--- config.mk ---
export PLATFORM = sky130hd
export DESIGN_NAME = bsft_seq
export DESIGN_NICKNAME = d
export VERILOG_FILES = /design/src/hw/rtl/bsft_pkg.sv /design/src/hw/rtl/bsft_seq.sv
export SDC_FILE = /design/constraint.sdc
export NUM_CORES = 2
export LEC_CHECK = 0
export BUFFER_PORTS_ARGS = -buffer_cell sky130_fd_sc_hd__buf_2
export CORE_ASPECT_RATIO = 0.75
export CORE_MARGIN = 4
export CORE_UTILIZATION = 50
export DETAILED_ROUTE_END_ITERATION = 6
export PLACE_DENSITY = 0.76
export SYNTH_ARGS = -nofsm -noshare
export SYNTH_HDL_FRONTEND = slang
export SYNTH_SLANG_ARGS = --single-unit
--- constraint.sdc ---
create_clock -name clk_i -period 6.1 [get_ports clk_i]
set_input_delay 0 -clock clk_i [delete_from_list [all_inputs] [get_ports clk_i]]
set_output_delay 0 -clock clk_i [all_outputs]
set_load 0.005 [all_outputs]
--- src/hw/rtl/bsft_pkg.sv ---
// Shared types, constants and summary functions of the range-flip tree.
`timescale 1ns / 1ps

package bsft_pkg;

  localparam int MAX_POSITIONS = 1024;
  localparam int TREE_LOG      = $clog2(MAX_POSITIONS);
  localparam int TREE_SIZE     = 1 << TREE_LOG;
  // node addresses run 1 .. 2*TREE_SIZE-1, root at 1, leaves at TREE_SIZE+pos
  localparam int NODE_AW       = TREE_LOG + 1;
  localparam int NODE_DEPTH    = 2 * TREE_SIZE;
  // walk indices must also hold 2*TREE_SIZE
  localparam int IDX_W         = NODE_AW + 1;
  localparam int LVL_W         = $clog2(TREE_LOG + 1);

  localparam int CNT_W  = 11;
  localparam int POS_W  = 10;
  localparam int RNG_W  = 11;
  localparam int KIND_W = 2;

  typedef enum logic [KIND_W-1:0] {
    KIND_WRITE = 2'd0,
    KIND_FLIP  = 2'd1,
    KIND_QUERY = 2'd2
  } kind_e;

  typedef struct packed {
    logic [CNT_W-1:0] zeros;
    logic [CNT_W-1:0] ones;
    logic [CNT_W-1:0] up;
    logic [CNT_W-1:0] down;
  } summ_t;

  // one memory word: pending flip mark plus node summary
  typedef struct packed {
    logic  lz;
    summ_t s;
  } node_t;

  typedef struct packed {
    logic [KIND_W-1:0] kind;
    logic [POS_W-1:0]  left;
    logic [RNG_W-1:0]  right;
    logic              digit;
  } item_t;

  typedef struct packed {
    summ_t s;
    logic  err;
  } res_t;

  typedef struct packed {
    logic               re;
    logic [NODE_AW-1:0] raddr;
    logic               we;
    logic [NODE_AW-1:0] waddr;
    node_t              wdata;
  } ram_req_t;

  function automatic logic [CNT_W-1:0] cnt_max3(logic [CNT_W-1:0] a, logic [CNT_W-1:0] b,
                                                logic [CNT_W-1:0] c);
    logic [CNT_W-1:0] m;
    m = (a > b) ? a : b;
    return (m > c) ? m : c;
  endfunction

  // combine the summary of a left span with that of the span right after it
  function automatic summ_t summ_merge(summ_t a, summ_t b);
    summ_t s;
    s.zeros = a.zeros + b.zeros;
    s.ones  = a.ones + b.ones;
    s.up    = cnt_max3(a.up + b.ones, a.zeros + b.up, a.zeros + b.ones);
    s.down  = cnt_max3(a.down + b.zeros, a.ones + b.down, a.ones + b.zeros);
    return s;
  endfunction

  // inverting every digit swaps the counts pairwise
  function automatic summ_t summ_flip(summ_t a);
    summ_t s;
    s.zeros = a.ones;
    s.ones  = a.zeros;
    s.up    = a.down;
    s.down  = a.up;
    return s;
  endfunction

  function automatic summ_t summ_leaf(logic digit);
    summ_t s;
    s.zeros = digit ? '0 : CNT_W'(1);
    s.ones  = digit ? CNT_W'(1) : '0;
    s.up    = CNT_W'(1);
    s.down  = CNT_W'(1);
    return s;
  endfunction

endpackage

--- src/hw/rtl/bsft_seq.sv ---
// Sequencer: clears the node memory, then runs pushes, the range walk and updates.
`timescale 1ns / 1ps

module bsft_seq (
  input  logic                         clk_i,
  input  logic                         rst_ni,
  input  logic                         start_i,
  input  bsft_pkg::item_t              item_i,
  input  logic [bsft_pkg::CNT_W-1:0]   used_i,
  output logic                         idle_o,
  output logic                         done_o,
  input  logic                         take_i,
  output bsft_pkg::res_t               res_o,
  output bsft_pkg::ram_req_t           ram_req_o,
  input  bsft_pkg::node_t              ram_rdata_i
);

  typedef enum logic [14:0] {
    S_CLEAR    = 15'b000000000000001,
    S_IDLE     = 15'b000000000000010,
    S_PLAN     = 15'b000000000000100,
    S_PUSH_RD  = 15'b000000000001000,
    S_PUSH_CHK = 15'b000000000010000,
    S_PUSH_C0  = 15'b000000000100000,
    S_PUSH_C1  = 15'b000000001000000,
    S_APPLY_RD = 15'b000000010000000,
    S_APPLY_WR = 15'b000000100000000,
    S_UPD_RD   = 15'b000001000000000,
    S_UPD_R2   = 15'b000010000000000,
    S_UPD_WR   = 15'b000100000000000,
    S_ACC_RD   = 15'b001000000000000,
    S_ACC_WR   = 15'b010000000000000,
    S_DONE     = 15'b100000000000000
  } state_e;

  typedef enum logic [3:0] {
    PH_PUSH = 4'b0001,
    PH_WALK = 4'b0010,
    PH_UPD  = 4'b0100,
    PH_END  = 4'b1000
  } phase_e;

  state_e                          state_q, state_d;
  phase_e                          ph_q, ph_d;
  logic [bsft_pkg::NODE_AW-1:0]    clr_q, clr_d;
  bsft_pkg::kind_e                 kind_q, kind_d;
  logic                            digit_q, digit_d;
  logic [bsft_pkg::IDX_W-1:0]      l0_q, l0_d, r0_q, r0_d;
  logic [bsft_pkg::IDX_W-1:0]      wl_q, wl_d, wr_q, wr_d;
  logic [bsft_pkg::LVL_W-1:0]      lvl_q, lvl_d;
  logic                            side_q, side_d;
  logic                            acc_right_q, acc_right_d;
  logic [bsft_pkg::NODE_AW-1:0]    k_q, k_d;
  bsft_pkg::summ_t                 accl_q, accl_d, accr_q, accr_d, tmp_q, tmp_d;
  bsft_pkg::res_t                  res_q, res_d;

  // start decode
  logic [bsft_pkg::RNG_W-1:0]      left_x;
  logic                            st_err, st_run;
  logic [bsft_pkg::IDX_W-1:0]      st_l0, st_r0;

  always_comb begin
    left_x = bsft_pkg::RNG_W'(item_i.left);
    st_l0  = bsft_pkg::IDX_W'(bsft_pkg::TREE_SIZE) + bsft_pkg::IDX_W'(item_i.left);
    st_r0  = bsft_pkg::IDX_W'(bsft_pkg::TREE_SIZE) + bsft_pkg::IDX_W'(item_i.right);
    st_err = 1'b0;
    st_run = 1'b0;
    case (item_i.kind)
      bsft_pkg::KIND_WRITE: begin
        st_err = (left_x >= used_i);
        st_run = !st_err;
        // a single digit is the one-wide range at its position
        st_r0  = st_l0 + bsft_pkg::IDX_W'(1);
      end
      bsft_pkg::KIND_FLIP, bsft_pkg::KIND_QUERY: begin
        st_err = (left_x > item_i.right) || (item_i.right > used_i);
        st_run = !st_err && (left_x != item_i.right);
      end
      default: begin
        st_err = 1'b0;
        st_run = 1'b0;
      end
    endcase
  end

  // boundary node at the current level, left or right side
  logic [bsft_pkg::IDX_W-1:0]      lo_mask, side_pos, side_base;
  logic                            lvl_cond;
  logic [bsft_pkg::NODE_AW-1:0]    lvl_node;

  always_comb begin
    lo_mask   = ~({bsft_pkg::IDX_W{1'b1}} << lvl_q);
    side_pos  = side_q ? r0_q : l0_q;
    side_base = side_q ? (r0_q - bsft_pkg::IDX_W'(1)) : l0_q;
    lvl_cond  = |(side_pos & lo_mask);
    lvl_node  = bsft_pkg::NODE_AW'(side_base >> lvl_q);
  end

  // children of the current node and whether they are internal
  logic [bsft_pkg::NODE_AW-1:0]    child0, child1;
  logic                            child_int, k_int;
  state_e                          walk_op;

  always_comb begin
    child0    = {k_q[bsft_pkg::NODE_AW-2:0], 1'b0};
    child1    = {k_q[bsft_pkg::NODE_AW-2:0], 1'b1};
    child_int = (k_q < bsft_pkg::NODE_AW'(bsft_pkg::TREE_SIZE / 2));
    k_int     = !k_q[bsft_pkg::NODE_AW-1];
    walk_op   = (kind_q == bsft_pkg::KIND_QUERY) ? S_ACC_RD : S_APPLY_RD;
  end

  // main sequencer; no entry is read in the cycle it is written
  always_comb begin
    logic [bsft_pkg::IDX_W-1:0] wr_n;
    state_d     = state_q;
    ph_d        = ph_q;
    clr_d       = clr_q;
    kind_d      = kind_q;
    digit_d     = digit_q;
    l0_d        = l0_q;
    r0_d        = r0_q;
    wl_d        = wl_q;
    wr_d        = wr_q;
    lvl_d       = lvl_q;
    side_d      = side_q;
    acc_right_d = acc_right_q;
    k_d         = k_q;
    accl_d      = accl_q;
    accr_d      = accr_q;
    tmp_d       = tmp_q;
    res_d       = res_q;
    ram_req_o   = '0;
    wr_n        = wr_q[0] ? (wr_q - bsft_pkg::IDX_W'(1)) : wr_q;

    case (state_q)
      S_CLEAR: begin
        ram_req_o.we    = 1'b1;
        ram_req_o.waddr = clr_q;
        ram_req_o.wdata = '0;
        clr_d           = clr_q + bsft_pkg::NODE_AW'(1);
        if (clr_q == {bsft_pkg::NODE_AW{1'b1}}) begin
          state_d = S_IDLE;
        end
      end

      S_IDLE: begin
        if (start_i) begin
          kind_d    = bsft_pkg::kind_e'(item_i.kind);
          digit_d   = item_i.digit;
          l0_d      = st_l0;
          r0_d      = st_r0;
          ph_d      = PH_PUSH;
          lvl_d     = bsft_pkg::LVL_W'(bsft_pkg::TREE_LOG);
          side_d    = 1'b0;
          accl_d    = '0;
          accr_d    = '0;
          res_d     = '0;
          res_d.err = st_err;
          state_d   = st_run ? S_PLAN : S_DONE;
        end
      end

      S_PLAN: begin
        case (ph_q)
          // push pending flips down both boundary paths, root first
          PH_PUSH: begin
            side_d = !side_q;
            if (side_q) begin
              if (lvl_q == bsft_pkg::LVL_W'(1)) begin
                ph_d = PH_WALK;
                wl_d = l0_q;
                wr_d = r0_q;
              end else begin
                lvl_d = lvl_q - bsft_pkg::LVL_W'(1);
              end
            end
            if (lvl_cond) begin
              k_d     = lvl_node;
              state_d = S_PUSH_RD;
            end
          end

          // bottom-up walk over the covering nodes
          PH_WALK: begin
            if (wl_q < wr_q) begin
              side_d      = !side_q;
              acc_right_d = side_q;
              if (!side_q) begin
                if (wl_q[0]) begin
                  k_d     = bsft_pkg::NODE_AW'(wl_q);
                  wl_d    = wl_q + bsft_pkg::IDX_W'(1);
                  state_d = walk_op;
                end
              end else begin
                wl_d = wl_q >> 1;
                wr_d = wr_n >> 1;
                if (wr_q[0]) begin
                  k_d     = bsft_pkg::NODE_AW'(wr_n);
                  state_d = walk_op;
                end
              end
            end else if (kind_q == bsft_pkg::KIND_QUERY) begin
              res_d.s = bsft_pkg::summ_merge(accl_q, accr_q);
              state_d = S_DONE;
            end else begin
              ph_d   = PH_UPD;
              lvl_d  = bsft_pkg::LVL_W'(1);
              side_d = 1'b0;
            end
          end

          // rebuild ancestors of the boundaries, leaf side first
          PH_UPD: begin
            side_d = !side_q;
            if (side_q) begin
              if (lvl_q == bsft_pkg::LVL_W'(bsft_pkg::TREE_LOG)) begin
                ph_d = PH_END;
              end else begin
                lvl_d = lvl_q + bsft_pkg::LVL_W'(1);
              end
            end
            if (lvl_cond) begin
              k_d     = lvl_node;
              state_d = S_UPD_RD;
            end
          end

          PH_END: begin
            state_d = S_DONE;
          end

          default: begin
            state_d = S_DONE;
          end
        endcase
      end

      S_PUSH_RD: begin
        ram_req_o.re    = 1'b1;
        ram_req_o.raddr = k_q;
        state_d         = S_PUSH_CHK;
      end

      S_PUSH_CHK: begin
        if (ram_rdata_i.lz) begin
          ram_req_o.we       = 1'b1;
          ram_req_o.waddr    = k_q;
          ram_req_o.wdata.lz = 1'b0;
          ram_req_o.wdata.s  = ram_rdata_i.s;
          ram_req_o.re       = 1'b1;
          ram_req_o.raddr    = child0;
          state_d            = S_PUSH_C0;
        end else begin
          state_d = S_PLAN;
        end
      end

      S_PUSH_C0: begin
        ram_req_o.we       = 1'b1;
        ram_req_o.waddr    = child0;
        ram_req_o.wdata.lz = ram_rdata_i.lz ^ child_int;
        ram_req_o.wdata.s  = bsft_pkg::summ_flip(ram_rdata_i.s);
        ram_req_o.re       = 1'b1;
        ram_req_o.raddr    = child1;
        state_d            = S_PUSH_C1;
      end

      S_PUSH_C1: begin
        ram_req_o.we       = 1'b1;
        ram_req_o.waddr    = child1;
        ram_req_o.wdata.lz = ram_rdata_i.lz ^ child_int;
        ram_req_o.wdata.s  = bsft_pkg::summ_flip(ram_rdata_i.s);
        state_d            = S_PLAN;
      end

      S_APPLY_RD: begin
        ram_req_o.re    = 1'b1;
        ram_req_o.raddr = k_q;
        state_d         = S_APPLY_WR;
      end

      S_APPLY_WR: begin
        ram_req_o.we    = 1'b1;
        ram_req_o.waddr = k_q;
        if (kind_q == bsft_pkg::KIND_WRITE) begin
          ram_req_o.wdata.lz = 1'b0;
          ram_req_o.wdata.s  = bsft_pkg::summ_leaf(digit_q);
        end else begin
          ram_req_o.wdata.lz = ram_rdata_i.lz ^ k_int;
          ram_req_o.wdata.s  = bsft_pkg::summ_flip(ram_rdata_i.s);
        end
        state_d = S_PLAN;
      end

      S_UPD_RD: begin
        ram_req_o.re    = 1'b1;
        ram_req_o.raddr = child0;
        state_d         = S_UPD_R2;
      end

      S_UPD_R2: begin
        tmp_d           = ram_rdata_i.s;
        ram_req_o.re    = 1'b1;
        ram_req_o.raddr = child1;
        state_d         = S_UPD_WR;
      end

      S_UPD_WR: begin
        ram_req_o.we       = 1'b1;
        ram_req_o.waddr    = k_q;
        ram_req_o.wdata.lz = 1'b0;
        ram_req_o.wdata.s  = bsft_pkg::summ_merge(tmp_q, ram_rdata_i.s);
        state_d            = S_PLAN;
      end

      S_ACC_RD: begin
        ram_req_o.re    = 1'b1;
        ram_req_o.raddr = k_q;
        state_d         = S_ACC_WR;
      end

      S_ACC_WR: begin
        if (acc_right_q) begin
          accr_d = bsft_pkg::summ_merge(ram_rdata_i.s, accr_q);
        end else begin
          accl_d = bsft_pkg::summ_merge(accl_q, ram_rdata_i.s);
        end
        state_d = S_PLAN;
      end

      S_DONE: begin
        if (take_i) begin
          state_d = S_IDLE;
        end
      end

      default: begin
        state_d = S_IDLE;
      end
    endcase
  end

  // control registers
  always_ff @(posedge clk_i or negedge rst_ni) begin
    if (!rst_ni) begin
      state_q <= S_CLEAR;
      clr_q   <= '0;
    end else begin
      state_q <= state_d;
      clr_q   <= clr_d;
    end
  end

  // working registers
  always_ff @(posedge clk_i) begin
    ph_q        <= ph_d;
    kind_q      <= kind_d;
    digit_q     <= digit_d;
    l0_q        <= l0_d;
    r0_q        <= r0_d;
    wl_q        <= wl_d;
    wr_q        <= wr_d;
    lvl_q       <= lvl_d;
    side_q      <= side_d;
    acc_right_q <= acc_right_d;
    k_q         <= k_d;
    accl_q      <= accl_d;
    accr_q      <= accr_d;
    tmp_q       <= tmp_d;
    res_q       <= res_d;
  end

  assign idle_o = (state_q == S_IDLE);
  assign done_o = (state_q == S_DONE);
  assign res_o  = res_q;

endmodule

==> run metrics <==
Synth Flop Type edfxtp_1; Worst EP required 6.10 ns; gr usage total 30.41%; root buffer selected by CTS clkbuf_16; reg2reg start accr_q[24]; DP HPWL ~85,000 µm; end of the critical path ram_req_o[11]; Netlist cell types 83; DIE HEIGHT 228.7 µm; post-synthesis net count 4,317; initial antenna violation count 4; routed len/inst 22.76 µm; grt total ovfl 0; Synth Area in XOR/XNOR 9.032%; minimum clock period 5.999 ns; R2R depth 23; GPL Wtd Cong 1.017; pin count of the biggest net entering global routing 59; ratio of cells with drive above 1 in the final layout about 14%; TNS Setup 0 ns; DRC 22; Starting Density 50.79%; slew margin rel. 16.99%; Post-synth EDFFs 247; post-synthesis adder-cell area fraction 23.23%; FF+latch count, synth roughly 270; Final #Nets 4,646; final setup vio count 0; flop-to-flop setup slack ~0.21 ns; number of max-capacitance violations reported 0; post-synth top area cell edfxtp_1; mux cell area share after synthesis under 10%; Avg Cell Area, Syn 8.902 µm²; IO Pins 200; Total Routed Length 110,700 µm; post-synthesis cell count between 3,000 and 4,000; core area approximately 64,000 µm²; ANT nets after route 0; failing checks DRC; post-route clock period utilization 98.35%; clk_lat worst skew 0.56 ns; run status complete, but fails checks; WP data arrival 6.00 ns; Synth-to-Final Area Change 15.34%; Die ar. 69,150 µm²; vias in the first global route 28,050; vias per inst 6.319; clock sink count between 200 and 300; pins over their slew limit 0; worst min path class primary input to flip-flop; global-route wire length before repair 164,200 µm; R2R Path End accr_q[13]; Netlist Area Pre-Place 32,480 µm²; Seq/Total Area, Yosys 24.84%; Worst setup EP type output port; die width between 300 and 400 µm; Iter 0 DRT Violations between 3,000 and 4,000; worst setup path class flip-flop to output port; synth top area cells edfxtp_1, ha_1, xnor2_1, nor2_1, xor2_1; Critical Path Start Type flip-flop; CTS tree built; fmax roughly 170 MHz; # rows 80; Crit Path Max Fanout 8; combinational family with the most area after synthesis adder cells; H-tree lvl count 2; Worst-path clk slew 0.06 ns; DR vias roughly 31,000; Layout Skew 0.03541 ns; Compound-Gate Fraction of Synth Area a little under 20%; Fin. Hold Viols 0; crit path from tmp_q[11]; number of buffers created by CTS 34; share of the synthesized area in the top cell type 22.83%; Port Buffers approximately 200; clk buf depth 3; Syn. warnings 0; ys async rst share 9.524%; drt pass-1 iters 7; Synth Area in Simple Gates 15.99%; Slew @ Worst Pin 1.229 ns
## layout by cell type (no fill, tap or decap), types with 39 or more instances in the layout
cell type / instances
a211oi_1: 42
a21o_1: 61
a21oi_1: 228
and2_1: 55
buf_2: 199
buf_4: 118
dlygate4sd3_1: 65
edfxtp_1: 247
ha_1: 539
inv_1: 249
mux2_2: 43
mux2i_1: 59
nand2_1: 189
nand3_1: 109
nor2_1: 372
nor3_1: 119
o211ai_1: 39
o21a_1: 71
o21ai_0: 128
xnor2_1: 188
xor2_1: 143
## worst max-delay path, cell delays in order (launching register included)
cell      delay, ns
edfxtp_1       0.37
ha_2           0.20
fa_2           0.38
a21oi_2        0.15
o211ai_1       0.12
or4_4          0.51
a2111o_1       0.45
nand3_2        0.09
inv_2          0.05
ha_4           0.28
nand3_4        0.09
or3_4          0.34
and2_4         0.19
buf_8          0.15
nand2_4        0.07
o21ai_4        0.07
ha_2           0.19
a211o_1        0.28
a21oi_2        0.11
o211ai_1       0.10
a221o_1        0.36
o31a_1         0.16
buf_4          0.16
and2_4         0.14
o31ai_1        0.26
buf_2          0.17
## final cells by class
cell class                 instances  area (µm²)
antenna                            2       5.005
clock buffer                      40       925.9
clock inverter                    20       210.2
fill                            5482       26490
inverter                         253       949.7
multi-input combinational       3030       23650
sequential                       273        8069
tap                              861        1077
timing repair buffer             386        2581
## metrics by stage
stage | hold slack, ns | setup WS (ns) | area [µm²] | util [%] | cells
floorplan | -0.2956 | 0.1774 | 32480 | - | 3649
global placement | 0.03157 | 0.2030 | 34980 | 54.69 | 4715
detailed placement | 0.02840 | 0.09382 | 34980 | 54.69 | 4715
CTS | 0.01048 | 0.01851 | 36850 | 57.61 | 4845
global route | 0.03111 | -0.09908 | 37460 | 58.57 | 4864
finish | 0.04646 | 0.1009 | 37470 | 58.58 | 4865
## synthesized netlist by cell type (15+ instances only)
cell type,n
o22ai_1,20
o21bai_1,20
edfxtp_1,247
nand2_1,192
a211oi_1,42
nor2b_1,35
a222oi_1,15
a31o_2,19
o31ai_1,30
nand3_1,112
mux2i_1,65
fa_1,32
nand4_1,37
a22oi_1,19
and2_1,61
o2111ai_1,33
a21oi_1,234
o211ai_1,39
o41ai_1,29
dfrtp_1,25
nand2b_1,23
a22o_1,18
a21o_1,61
or3_1,21
and3_1,25
ha_1,552
inv_1,250
nor3_1,120
xnor2_1,190
nor4_1,15
nor2_1,375
clkbuf_1,70
a221o_1,24
mux2_2,43
a31oi_1,18
o21ai_0,141
xor2_1,145
o21a_1,72
## repair_timing
item | 4_1_cts | 5_1_grt
pin swaps | 2 | 26
setup endpoints to repair | 22 | 79
setup buffers | 5 | 18
resized for setup | 24 | 86
hold endpoints to repair | 92 | 0
hold buffers | 65 | 0
## registers in the layout, summed over array words and instances, names as in the netlist, 4 cells and up
| register | flops |
|---|---|
| res_o | 45 |
| tmp_q | 44 |
| accr_q | 44 |
| ph_q | 4 |
| clr_q | 11 |
| k_q | 11 |
| wr_q | 12 |
| accl_q | 44 |
| r0_q | 12 |
| state_q | 15 |
| wl_q | 12 |
| l0_q | 10 |
| lvl_q | 4 |
## logic make-up after synthesis
logic type	count (synthesis)
AND/OR/NAND/NOR	1081
AO/OA/AOI/OAI	921
adder cells (fa/ha/maj)	584
buffers and inverters	346
XOR/XNOR	335
flip-flops	273
multiplexers	109
## per-layer routing
| layer | vias to the layer above | wire (µm) | GRT usage (%) |
|---|---|---|---|
| li1 | 14280 | - | - |
| met1 | 14390 | 47880 | 45.14 |
| met2 | 1775 | 43170 | 41.91 |
| met3 | 302 | 15170 | 8.413 |
| met4 | 2 | 4491 | 10.66 |
| met5 | - | 18 | 0 |
## how the worst min path moves through the flow
stage                     cells past startpoint  slack (ns)             from   endpoint
after floorplan                               0       -0.30           rst_ni   clr_q[0]
after global placement                        1        0.03           rst_ni   clr_q[6]
after detailed placement                      1        0.03           rst_ni   clr_q[6]
after CTS                                     2        0.01  ram_rdata_i[26]  tmp_q[26]
after global routing                          2        0.03  ram_rdata_i[26]  tmp_q[26]
final                                         2        0.05  ram_rdata_i[26]  tmp_q[26]
Power is left out: the tool's default activity adds up to more than one toggle a clock period on the data nets, which glitch-free logic cannot reach.
